$ cat config.mk
export PLATFORM = sky130hd
export DESIGN_NAME = crc_generate_verify
export DESIGN_NICKNAME = d
export VERILOG_FILES = /design/src/rtl/core/crc_gv_pkg.sv /design/src/rtl/core/crc_gv_cfg.sv /design/src/rtl/core/crc_gv_core.sv /design/src/rtl/core/crc_generate_verify.sv
export SDC_FILE = /design/constraint.sdc
export NUM_CORES = 1
export LEC_CHECK = 0
export BUFFER_PORTS_ARGS = -buffer_cell sky130_fd_sc_hd__buf_2
export CAP_MARGIN = 20
export CORE_UTILIZATION = 55
export CTS_CLUSTER_SIZE = 30
export DETAILED_ROUTE_END_ITERATION = 12
export PLACE_DENSITY = 0.73
export SLEW_MARGIN = 20
export SYNTH_ARGS = -nofsm -noshare
export SYNTH_HDL_FRONTEND = slang
export SYNTH_SLANG_ARGS = --single-unit
$ cat constraint.sdc
create_clock -name clk -period 16.7 [get_ports clk]
set_input_delay 3.34 -clock clk [delete_from_list [all_inputs] [get_ports clk]]
set_output_delay 3.34 -clock clk [all_outputs]
set_load 0.02 [all_outputs]
$ cat src/rtl/core/crc_gv_pkg.sv
// Shared types and constants for the programmable bit-serial CRC block.
package crc_gv_pkg;

    localparam int MAX_DEGREE = 32;
    localparam int REM_W      = MAX_DEGREE;
    localparam int DEG_W      = 6;
    localparam int IDX_W      = $clog2(MAX_DEGREE);
    localparam int CFG_W      = 32;

    localparam logic [REM_W-1:0] POLY_RESET   = REM_W'(3);
    localparam logic [DEG_W-1:0] DEGREE_RESET = DEG_W'(3);

    typedef enum logic [1:0] {
        REG_POLY   = 2'd0,
        REG_DEGREE = 2'd1,
        REG_MODE   = 2'd2
    } cfg_idx_t;

    typedef enum logic {
        MODE_GENERATE = 1'b0,
        MODE_VERIFY   = 1'b1
    } crc_mode_t;

    typedef struct packed {
        logic message_bit;
        logic is_last;
    } in_item_t;

    typedef struct packed {
        logic out_bit;
        logic is_check_bit;
        logic message_ok;
        logic is_verdict;
        logic out_last;
    } out_item_t;

    // Settings as the datapath sees them, already clamped and masked
    typedef struct packed {
        logic [REM_W-1:0] poly;
        logic [REM_W-1:0] mask;
        logic [DEG_W-1:0] degree;
        logic [IDX_W-1:0] top_idx;
        crc_mode_t        mode;
    } crc_cfg_t;

endpackage

$ cat src/rtl/core/crc_gv_cfg.sv
// Configuration registers with effective degree, mask and polynomial.
module crc_gv_cfg (
    input  logic                              clk,
    input  logic                              rst_n,
    input  logic                              cfg_wr_en,
    input  crc_gv_pkg::cfg_idx_t              cfg_index,
    input  logic [crc_gv_pkg::CFG_W-1:0]      cfg_data,
    output crc_gv_pkg::crc_cfg_t              cfg
);
    import crc_gv_pkg::*;

    logic [REM_W-1:0] poly_reg;
    logic [DEG_W-1:0] degree_reg;
    crc_mode_t        mode_reg;
    logic [DEG_W-1:0] deg_eff;
    logic [DEG_W-1:0] deg_m1;
    logic [REM_W-1:0] mask;

    always_ff @(posedge clk or negedge rst_n)
    begin
        if (!rst_n)
        begin
            poly_reg   <= POLY_RESET;
            degree_reg <= DEGREE_RESET;
            mode_reg   <= MODE_GENERATE;
        end
        else if (cfg_wr_en)
        begin
            case (cfg_index)
                REG_POLY:   poly_reg   <= cfg_data[REM_W-1:0];
                REG_DEGREE: degree_reg <= cfg_data[DEG_W-1:0];
                REG_MODE:   mode_reg   <= crc_mode_t'(cfg_data[0]);
                default:    ;
            endcase
        end
    end

    always_comb
    begin
        // zero degree acts as one, anything past the maximum is clamped
        if (degree_reg == '0)
            deg_eff = DEG_W'(1);
        else if (degree_reg > DEG_W'(MAX_DEGREE))
            deg_eff = DEG_W'(MAX_DEGREE);
        else
            deg_eff = degree_reg;
        deg_m1 = deg_eff - DEG_W'(1);
        if (deg_eff >= DEG_W'(REM_W))
            mask = '1;
        else
            mask = (REM_W'(1) << deg_eff) - REM_W'(1);
    end

    assign cfg.poly    = poly_reg & mask;
    assign cfg.mask    = mask;
    assign cfg.degree  = deg_eff;
    assign cfg.top_idx = deg_m1[IDX_W-1:0];
    assign cfg.mode    = mode_reg;

endmodule

$ cat src/rtl/core/crc_gv_core.sv
// Input register, remainder update, check-bit emitter and result register.
module crc_gv_core (
    input  logic                    clk,
    input  logic                    rst_n,
    input  crc_gv_pkg::crc_cfg_t    cfg,
    input  logic                    in_valid,
    output logic                    in_ready,
    input  crc_gv_pkg::in_item_t    in_data,
    output logic                    out_valid,
    input  logic                    out_ready,
    output crc_gv_pkg::out_item_t   out_data
);
    import crc_gv_pkg::*;

    logic             in_valid_reg;
    in_item_t         in_reg;
    logic [REM_W-1:0] remainder_reg;
    logic [REM_W-1:0] chk_reg;
    logic [DEG_W-1:0] emit_count_reg;
    logic [DEG_W-1:0] emit_m1;
    logic             out_valid_reg;
    out_item_t        out_reg;

    logic             adv;
    logic             emitting;
    logic             no_result;
    logic             process;
    logic             emit_step;
    logic [REM_W-1:0] r_cur;
    logic             top;
    logic [REM_W-1:0] r_next;
    out_item_t        step_item;
    out_item_t        chk_item;

    assign adv       = !out_valid_reg || out_ready;
    assign emitting  = (emit_count_reg != '0);
    assign no_result = (cfg.mode == MODE_VERIFY) && !in_reg.is_last;
    assign process   = in_valid_reg && !emitting && (adv || no_result);
    assign emit_step = emitting && adv;
    assign in_ready  = !in_valid_reg || process;
    assign emit_m1   = emit_count_reg - DEG_W'(1);

    always_comb
    begin
        r_cur = remainder_reg & cfg.mask;
        top   = r_cur[cfg.top_idx];
        if (cfg.mode == MODE_GENERATE)
        begin
            r_next = (r_cur << 1) & cfg.mask;
            if (top ^ in_reg.message_bit)
                r_next = r_next ^ cfg.poly;
        end
        else
        begin
            r_next = ((r_cur << 1) | REM_W'(in_reg.message_bit)) & cfg.mask;
            if (top)
                r_next = r_next ^ cfg.poly;
        end

        step_item = '0;
        if (cfg.mode == MODE_GENERATE)
        begin
            step_item.out_bit = in_reg.message_bit;
        end
        else
        begin
            step_item.message_ok = (r_next == '0);
            step_item.is_verdict = 1'b1;
            step_item.out_last   = 1'b1;
        end

        // check bits go out most significant first, counting down
        chk_item              = '0;
        chk_item.out_bit      = chk_reg[emit_m1[IDX_W-1:0]];
        chk_item.is_check_bit = 1'b1;
        chk_item.out_last     = (emit_count_reg == DEG_W'(1));
    end

    always_ff @(posedge clk or negedge rst_n)
    begin
        if (!rst_n)
        begin
            in_valid_reg   <= 1'b0;
            remainder_reg  <= '0;
            emit_count_reg <= '0;
            out_valid_reg  <= 1'b0;
        end
        else
        begin
            if (in_ready)
                in_valid_reg <= in_valid;

            if (process)
                remainder_reg <= in_reg.is_last ? '0 : r_next;

            if (emit_step)
                emit_count_reg <= emit_m1;
            else if (process && in_reg.is_last && (cfg.mode == MODE_GENERATE))
                emit_count_reg <= cfg.degree;

            if (emit_step || (process && !no_result))
                out_valid_reg <= 1'b1;
            else if (out_ready)
                out_valid_reg <= 1'b0;
        end
    end

    always_ff @(posedge clk)
    begin
        if (in_ready && in_valid)
            in_reg <= in_data;
        if (process && in_reg.is_last)
            chk_reg <= r_next;
        if (emit_step)
            out_reg <= chk_item;
        else if (process && !no_result)
            out_reg <= step_item;
    end

    assign out_valid = out_valid_reg;
    assign out_data  = out_reg;

endmodule

$ cat src/rtl/core/crc_generate_verify.sv
// Top level of the programmable bit-serial CRC generator and checker.
//
// Usage:
//   Input requests carry one message bit each, most significant first, with
//   is_last on the final bit. Result requests leave on the output channel.
//   The configuration port (polynomial, degree, mode) is written while idle.
//   Generate mode echoes each bit; after the last bit the degree check bits
//   follow, most significant first, the final one flagged out_last.
//   Verify mode gives one verdict request after the last bit, nothing before.
// Throughput: one bit per cycle, set by the single-level remainder update,
//   while results are not stalled. After the last bit in generate mode, input
//   stalls while the check-bit counter drains.
// An input register and the result register let one request be taken while
// a finished result waits; a stalled receiver backs up into in_ready.
// Reset clears the remainder, the check-bit counter and both valid flags,
// and loads the polynomial x^3+x+1 in generate mode.
module crc_generate_verify (
    input  logic                              clk,
    input  logic                              rst_n,
    input  logic                              cfg_wr_en,
    input  crc_gv_pkg::cfg_idx_t              cfg_index,
    input  logic [crc_gv_pkg::CFG_W-1:0]      cfg_data,
    input  logic                              in_valid,
    output logic                              in_ready,
    input  crc_gv_pkg::in_item_t              in_data,
    output logic                              out_valid,
    input  logic                              out_ready,
    output crc_gv_pkg::out_item_t             out_data
);
    import crc_gv_pkg::*;

    crc_cfg_t cfg;

    crc_gv_cfg u_cfg (
        .clk       (clk),
        .rst_n     (rst_n),
        .cfg_wr_en (cfg_wr_en),
        .cfg_index (cfg_index),
        .cfg_data  (cfg_data),
        .cfg       (cfg)
    );

    crc_gv_core u_core (
        .clk       (clk),
        .rst_n     (rst_n),
        .cfg       (cfg),
        .in_valid  (in_valid),
        .in_ready  (in_ready),
        .in_data   (in_data),
        .out_valid (out_valid),
        .out_ready (out_ready),
        .out_data  (out_data)
    );

endmodule

Word-level counts from Yosys, hierarchy flattened
Index checks and enable logic that the tools add are counted.
{"block": "op_classes", "add_sub_neg": 3, "magnitude_cmp": 4, "eq_ne": 3, "shift": 1, "mux": 19, "bitwise_logic": 9, "reduce_logical": 27}
{"cell": "two-way mux 32 bit", "n": 5}
{"cell": "AND 32 bit", "n": 4}
{"cell": "bitwise XOR 32 bit", "n": 2}
{"cell": "logical NOT 32 bit", "n": 1}
{"cell": "bitwise OR 32 x 1 -> 32 bit", "n": 1}
{"cell": "left shift 1 x 6 -> 32 bit (first input constant)", "n": 1}
{"cell": "subtractor 32 x 2 -> 32 bit (second input constant)", "n": 1}
{"cell": "two-way mux 6 bit", "n": 4}
{"cell": "< comparator 5 x 6 -> 1 bit (second input constant)", "n": 2}
{"cell": "binary-select mux 1 bit (select 5 bit)", "n": 2}
{"cell": "two-way mux 5 bit", "n": 2}
{"cell": "logical AND 1 bit", "n": 8}
{"cell": "equality test 6 x 1 -> 1 bit (second input constant)", "n": 1}
{"cell": "greater-or-equal comparator 6 bit (second input constant)", "n": 1}
{"cell": "> comparator 6 bit (second input constant)", "n": 1}
{"cell": "logical NOT 6 bit", "n": 1}
{"cell": "AND reduction 2 bit", "n": 3}
{"cell": "nonzero test 2 bit", "n": 3}
{"cell": "nonzero test 6 bit", "n": 1}
{"cell": "subtractor 6 x 1 -> 6 bit (second input constant)", "n": 1}
{"cell": "logical NOT 1 bit", "n": 5}
{"cell": "two-way mux 1 bit", "n": 5}
{"cell": "subtractor 5 x 1 -> 5 bit (second input constant)", "n": 1}
{"cell": "logical OR 1 bit", "n": 4}
{"cell": "other kinds (6)", "n": 6}
{"block": "word_totals", "ff_bits": 118, "in_bits": 41, "out_inout_bits": 7, "elab_cells": 81}

Longest topological paths before layout
{"block": "logic_depth", "ltp_word": 16, "ltp_mapped": 24, "depth_no_buf": 20}

Modules after synthesis
From an unflattened synthesis, not the netlist that was laid out.
{"block": "unflattened", "hier_cells": 901, "area_unflattened_um2": 8346.8}
{"module": "crc_gv_core", "n_inst": 1, "cells_each": 540, "area_each_um2": 5192.5, "seq_area_each_um2": 2142.1}
{"module": "crc_gv_cfg", "n_inst": 1, "cells_each": 361, "area_each_um2": 3154.3, "seq_area_each_um2": 980.9}

Worst setup path before layout
No wires, ideal clock.
{"block": "synth_timing", "kind": "input port to output port", "start": "input out_ready", "end": "output in_ready", "arrival_time_ns": 4.194, "setup_slack_ns": 9.166, "cell_stages": 3, "path_cell_list": "nand2b_1 -> o211ai_1 -> nand2_1"}
{"block": "synth_between", "elab_chain_cells": 4}
{"element": "from (decl)", "line": "crc_generate_verify.sv:27", "source": "input logic out_ready,"}
{"element": "logical OR 1 bit", "line": "crc_gv_core.sv:35", "source": "assign adv = !out_valid_reg || out_ready;"}
{"element": "logical OR 1 bit", "line": "crc_gv_core.sv:38", "source": "assign process = in_valid_reg && !emitting && (adv || no_result);"}
{"element": "logical AND 1 bit", "line": "crc_gv_core.sv:38"}
{"element": "logical OR 1 bit", "line": "crc_gv_core.sv:40", "source": "assign in_ready = !in_valid_reg || process;"}
{"element": "to (decl)", "line": "crc_generate_verify.sv:24", "source": "output logic in_ready,"}
No other way between the ends.

Worst setup path after layout
{"block": "layout_timing", "start": "register u_cfg.degree_reg[3]", "end": "register u_core.out_reg (netlist bit u_core.out_data[2])"}
{"block": "layout_between", "elab_chain_cells": 14, "elab_cells_between_ends": 24, "classes_between": "add/sub (2); order compare (2); shift (1); mux (9); bitwise (8); reduce/logical (2)"}
{"element": "from (decl)", "line": "crc_gv_cfg.sv:13", "source": "logic [DEG_W-1:0] degree_reg;"}
{"element": "from (signal assigned)", "line": "crc_gv_cfg.sv:31", "source": "REG_DEGREE: degree_reg <= cfg_data[DEG_W-1:0];"}
{"element": "> comparator 6 bit", "line": "crc_gv_cfg.sv:43", "source": "else if (degree_reg > DEG_W'(MAX_DEGREE))"}
{"element": "two-way mux 6 bit", "line": "crc_gv_cfg.sv:43"}
{"element": "two-way mux 6 bit *", "line": "crc_gv_cfg.sv:41", "source": "if (degree_reg == '0)"}
{"element": "left shift 1 x 6 -> 32 bit", "line": "crc_gv_cfg.sv:51", "source": "mask = (REM_W'(1) << deg_eff) - REM_W'(1);"}
{"element": "subtractor 32 x 2 -> 32 bit", "line": "crc_gv_cfg.sv:51"}
{"element": "two-way mux 32 bit", "line": "crc_gv_cfg.sv:48", "source": "if (deg_eff >= DEG_W'(REM_W))"}
{"element": "AND 32 bit", "line": "crc_gv_core.sv:45", "source": "r_cur = remainder_reg & cfg.mask;"}
{"element": "binary-select mux 1 bit (select 5 bit) or bitwise OR 32 x 1 -> 32 bit (tied branches)", "line": "crc_gv_core.sv:46, crc_gv_core.sv:55"}
{"element": "two-way mux 1 bit (not written as such) or AND 32 bit (tied branches)", "line": "crc_gv_core.sv:46, crc_gv_core.sv:55"}
{"element": "bitwise XOR 1 bit or bitwise XOR 32 bit (tied branches)", "line": "crc_gv_core.sv:50, crc_gv_core.sv:57"}
{"element": "two-way mux 32 bit (on tied branches)", "line": "crc_gv_core.sv:50, crc_gv_core.sv:56"}
{"element": "two-way mux 32 bit *", "line": "crc_gv_core.sv:47", "source": "if (cfg.mode == MODE_GENERATE)"}
{"element": "via u_core.r_next[27]", "line": "crc_gv_core.sv:31", "source": "logic [REM_W-1:0] r_next;"}
{"element": "logical NOT 32 bit *", "line": "crc_gv_core.sv:67", "source": "step_item.message_ok = (r_next == '0);"}
{"element": "two-way mux 3 bit *", "line": "crc_gv_core.sv:61", "source": "if (cfg.mode == MODE_GENERATE)"}
{"element": "to (signal assigned)", "line": "crc_gv_core.sv:115", "source": "out_reg <= chk_item;"}
{"element": "to (signal assigned)", "line": "crc_gv_core.sv:117", "source": "out_reg <= step_item;"}
{"element": "to (decl)", "line": "crc_gv_core.sv:22", "source": "out_item_t out_reg;"}
The timed path passes the listed nets; every way through them passes the cells marked *. The select of a mux whose other input is x is not followed.
A chain may end at the register's enable or synchronous reset.

==> qor.json <==
{
  "die": {
    "die_area_sq_mm": 0.0138,
    "floorplan.die.width_um": 117,
    "io_pins": 48,
    "starting_density_pct": 57.1,
    "chipHeight_um": 117,
    "core.rowCount": 41,
    "core-area_sq_mm": 0.0128
  },
  "sta": {
    "fmax_mhz": 127,
    "tightest_slew_ps": 957,
    "timing.max_slew.rel_slack_pct": 35.7,
    "worst_slack_ps": 8820,
    "hold_viol_final": 0,
    "period_minus_slack_ps": 7880,
    "maxSlewViolCount": 0,
    "worst_case_clock_skew_ps": 7.54,
    "setup_tns_ps": 0,
    "setup_viol_count_final": 0,
    "grt_setup_unrepaired": "no",
    "final.period_utilization_pct": 47.2
  },
  "drt": {
    "drt_iter0_markers": 1010,
    "wirelength_um": 23700,
    "router_iterations_before_antenna_repair": 6,
    "dr_total_vias": 6620,
    "routed_via_density": 6.87,
    "ant_nets": 0,
    "wire_per_inst_um": 24.6,
    "drc_errors": 0
  },
  "logic_synthesis": {
    "syn-instance-count": 753,
    "yosysTopAreaCell": "sky130_fd_sc_hd__dfrtp_1",
    "yosysWarnings": 0,
    "synth_edf_count": 36,
    "synth_async_sr_flop_share_pct": 66.9,
    "synthesis.area_per_instance_sq_um": 9.73,
    "ys_seq_area_share_pct": 42.6,
    "syn-cell-area_sq_mm": 0.00733,
    "net_count_of_the_mapped_netlist": 802,
    "yosys.area.top_type_share_pct": 25.6,
    "synth_cell_types": 82,
    "synth_area_leaders": "sky130_fd_sc_hd__dfrtp_1 (26%), sky130_fd_sc_hd__edfxtp_1 (15%), sky130_fd_sc_hd__mux2_2 (6.5%), sky130_fd_sc_hd__nand2_1 (3.8%), sky130_fd_sc_hd__a21oi_1 (3.3%)",
    "ys.flop_type": "sky130_fd_sc_hd__dfrtp_1",
    "number_of_flip_flops_and_latches_in_the_synthesized_netlist": 118
  },
  "setup_path": {
    "reg2reg_to": "u_core.out_data[2]$_SDFFE_PP0P_",
    "crit_path_end_kind": "register",
    "worst-r2r-cell-count": 21,
    "worst-setup-path-type": "reg -> reg",
    "arrival_ps": 8210,
    "timing.critical_path.from_type": "register",
    "rrSetupSlack_ps": 8820,
    "r2r-start": "u_cfg.degree_reg[3]$_DFFE_PN0P_",
    "crit_path_max_fanout": 39,
    "worst-endpoint-required_ps": 17030
  },
  "final_layout": {
    "postLayoutCoreUtil_pct": 64.4,
    "design.final.nets": 828,
    "fillerInstances": 1039,
    "drive_gt1_share_pct": 20.7,
    "finalNonFillerCells": 963,
    "insertedDiodeCount": 0,
    "flow.area_growth_from_synthesis_pct": 12.7,
    "most-common-layout-cells": "sky130_fd_sc_hd__nand2_1 (75), sky130_fd_sc_hd__dfrtp_1 (75), sky130_fd_sc_hd__a21oi_1 (48), sky130_fd_sc_hd__buf_2 (46), sky130_fd_sc_hd__mux2_2 (42)"
  },
  "global_routing": {
    "groute.usage.overall_pct": 35.8,
    "antenna_found_initial": 0,
    "grt_overflow": 0,
    "grt_first_pass_wirelength_um": 37100,
    "vias_in_the_first_global_route": 6124,
    "grt_start_max_net_pins": 80
  },
  "clock_network": {
    "sink_count_of_the_clock_tree": 118,
    "ctsHtreeMaxLevel": 4,
    "cts_buffers": 17,
    "clkSlewWorstSetupHoldPaths_ps": 50,
    "cts_tree": "yes",
    "insertion_delay_ps": 420,
    "cts.repair_timing.setup_buffer_count": 0,
    "cts_hold_repair.buffers": 0,
    "clk_path_buf_depth": 2,
    "cts_root_buf": "sky130_fd_sc_hd__clkbuf_16",
    "cts_repair_resize_count": 0
  },
  "worst_hold_path": {
    "worst_hold_path.endpoint": "u_core.out_data[1]$_SDFFE_PP0P_",
    "holdPathStages": 2,
    "worst_hold_startpoint": "u_core.out_data[1]$_SDFFE_PP0P_",
    "hold_class": "reg -> reg"
  },
  "placement": {
    "placed_cells": 932,
    "gpl.final_weighted_congestion": 0.970,
    "place_ws_ps": 9210,
    "detailed_place_hpwl_um": 17100,
    "buffer_ports.inserted": 47
  },
  "flow_run": {
    "maxCapViolCount": 0
  },
  "status": {
    "status": "completed"
  },
  "pwr": {
    "power_density_mw_per_mm2": 164,
    "total_leakage_power_nw": 3.34,
    "ir_worst_vdd_mv": 0.0722,
    "power_consumption_w": 0.00135
  }
}
[cell type report]
cell class	count	area, sq um	area share, %
Multi-Input combinational cell	559	3890	47.1
Timing Repair Buffer	60	339	4.11
Tap cell	172	215	2.61
Clock buffer	21	450	5.46
Inverter	23	86.3	1.05
Sequential cell	118	3120	37.8
Clock inverter	10	155	1.88
[stage by stage]
stage / cell area (sq um) / hold slack, ps
final: 8260 / 478
after global routing: 8260 / 489
after CTS: 8250 / 476
after detailed placement: 7650 / 467
after global placement: 7650 / 448
after floorplan: 7330 / 444
[logic make-up after synthesis]
family                     after synthesis  share of synthesized area [%]
and+or+nand+nor                        268                           19.4
AOI/OAI and AO/OA                      207                           19.8
adders and majority gates                8                           1.37
muxes                                   54                           9.80
DFF                                    118                           42.6
buffers and inverters                   76                           4.39
xor gates and xnor gates                22                           2.63
[cells in the mapped netlist (9+ instances only)]
| master | count |
|---|---|
| sky130_fd_sc_hd__and3_1 | 22 |
| sky130_fd_sc_hd__nor2b_1 | 10 |
| sky130_fd_sc_hd__o21a_1 | 11 |
| sky130_fd_sc_hd__a22o_1 | 22 |
| sky130_fd_sc_hd__mux2_2 | 42 |
| sky130_fd_sc_hd__edfxtp_1 | 36 |
| sky130_fd_sc_hd__nand2b_1 | 16 |
| sky130_fd_sc_hd__clkbuf_1 | 38 |
| sky130_fd_sc_hd__nor3_1 | 17 |
| sky130_fd_sc_hd__mux4_2 | 10 |
| sky130_fd_sc_hd__xnor2_1 | 11 |
| sky130_fd_sc_hd__nand2_1 | 75 |
| sky130_fd_sc_hd__xor2_1 | 11 |
| sky130_fd_sc_hd__a21o_1 | 9 |
| sky130_fd_sc_hd__o21ai_0 | 36 |
| sky130_fd_sc_hd__dfrtp_1 | 75 |
| sky130_fd_sc_hd__a21oi_1 | 48 |
| sky130_fd_sc_hd__nor2_1 | 39 |
| sky130_fd_sc_hd__nand3_1 | 29 |
| sky130_fd_sc_hd__inv_1 | 23 |
[layer usage]
| metal | part of all wire (%) | up-vias | track usage (%) |
|---|---|---|---|
| met1 | 42 | 3206 | 51.7 |
| met5 | 0 | - | 0 |
| li1 | - | 2877 | - |
| met2 | 44 | 467 | 52.4 |
| met4 | 3.5 | 0 | 14.4 |
| met3 | 10 | 70 | 7.59 |
[report_power, final]
part	leakage [nW]	switching, W	internal, W
sequential	1.33	0.0000504	0.000356
clock	0.296	0.000130	0.000251
combinational	1.71	0.000350	0.000213
total	3.34	0.000531	0.000821
[worst max-delay path by stage]
stage,startpoint,endpoint,slack [ps],cells past startpoint
floorplan,out_ready,in_ready,9170,3
detailed placement,u_cfg.degree_reg[3]$_DFFE_PN0P_,u_core.out_data[2]$_SDFFE_PP0P_,9210,22
global placement,out_ready,in_ready,9250,5
CTS,u_cfg.degree_reg[3]$_DFFE_PN0P_,u_core.out_data[2]$_SDFFE_PP0P_,9150,22
finish,u_cfg.degree_reg[3]$_DFFE_PN0P_,u_core.out_data[2]$_SDFFE_PP0P_,8820,21
global route,u_cfg.degree_reg[3]$_DFFE_PN0P_,u_core.out_data[2]$_SDFFE_PP0P_,8550,21
[critical path, stage by stage (launching register included)]
cell and delay [ps]:
sky130_fd_sc_hd__dfrtp_1 370, sky130_fd_sc_hd__buf_4 240, sky130_fd_sc_hd__nor4_1 750, sky130_fd_sc_hd__o21a_1 630
sky130_fd_sc_hd__inv_1 440, sky130_fd_sc_hd__ha_1 350, sky130_fd_sc_hd__nor3b_1 180, sky130_fd_sc_hd__nand2_1 150
sky130_fd_sc_hd__ha_1 490, sky130_fd_sc_hd__o21ai_2 250, sky130_fd_sc_hd__o21a_1 240, sky130_fd_sc_hd__or4b_1 590
sky130_fd_sc_hd__o221ai_1 240, sky130_fd_sc_hd__o211ai_1 150, sky130_fd_sc_hd__a211oi_1 370, sky130_fd_sc_hd__o211a_1 540
sky130_fd_sc_hd__buf_4 440, sky130_fd_sc_hd__a21oi_1 140, sky130_fd_sc_hd__o22a_1 260, sky130_fd_sc_hd__nor4_1 430
sky130_fd_sc_hd__nand4_1 260, sky130_fd_sc_hd__o31ai_2 280
(Power assumes the default switching activity.)
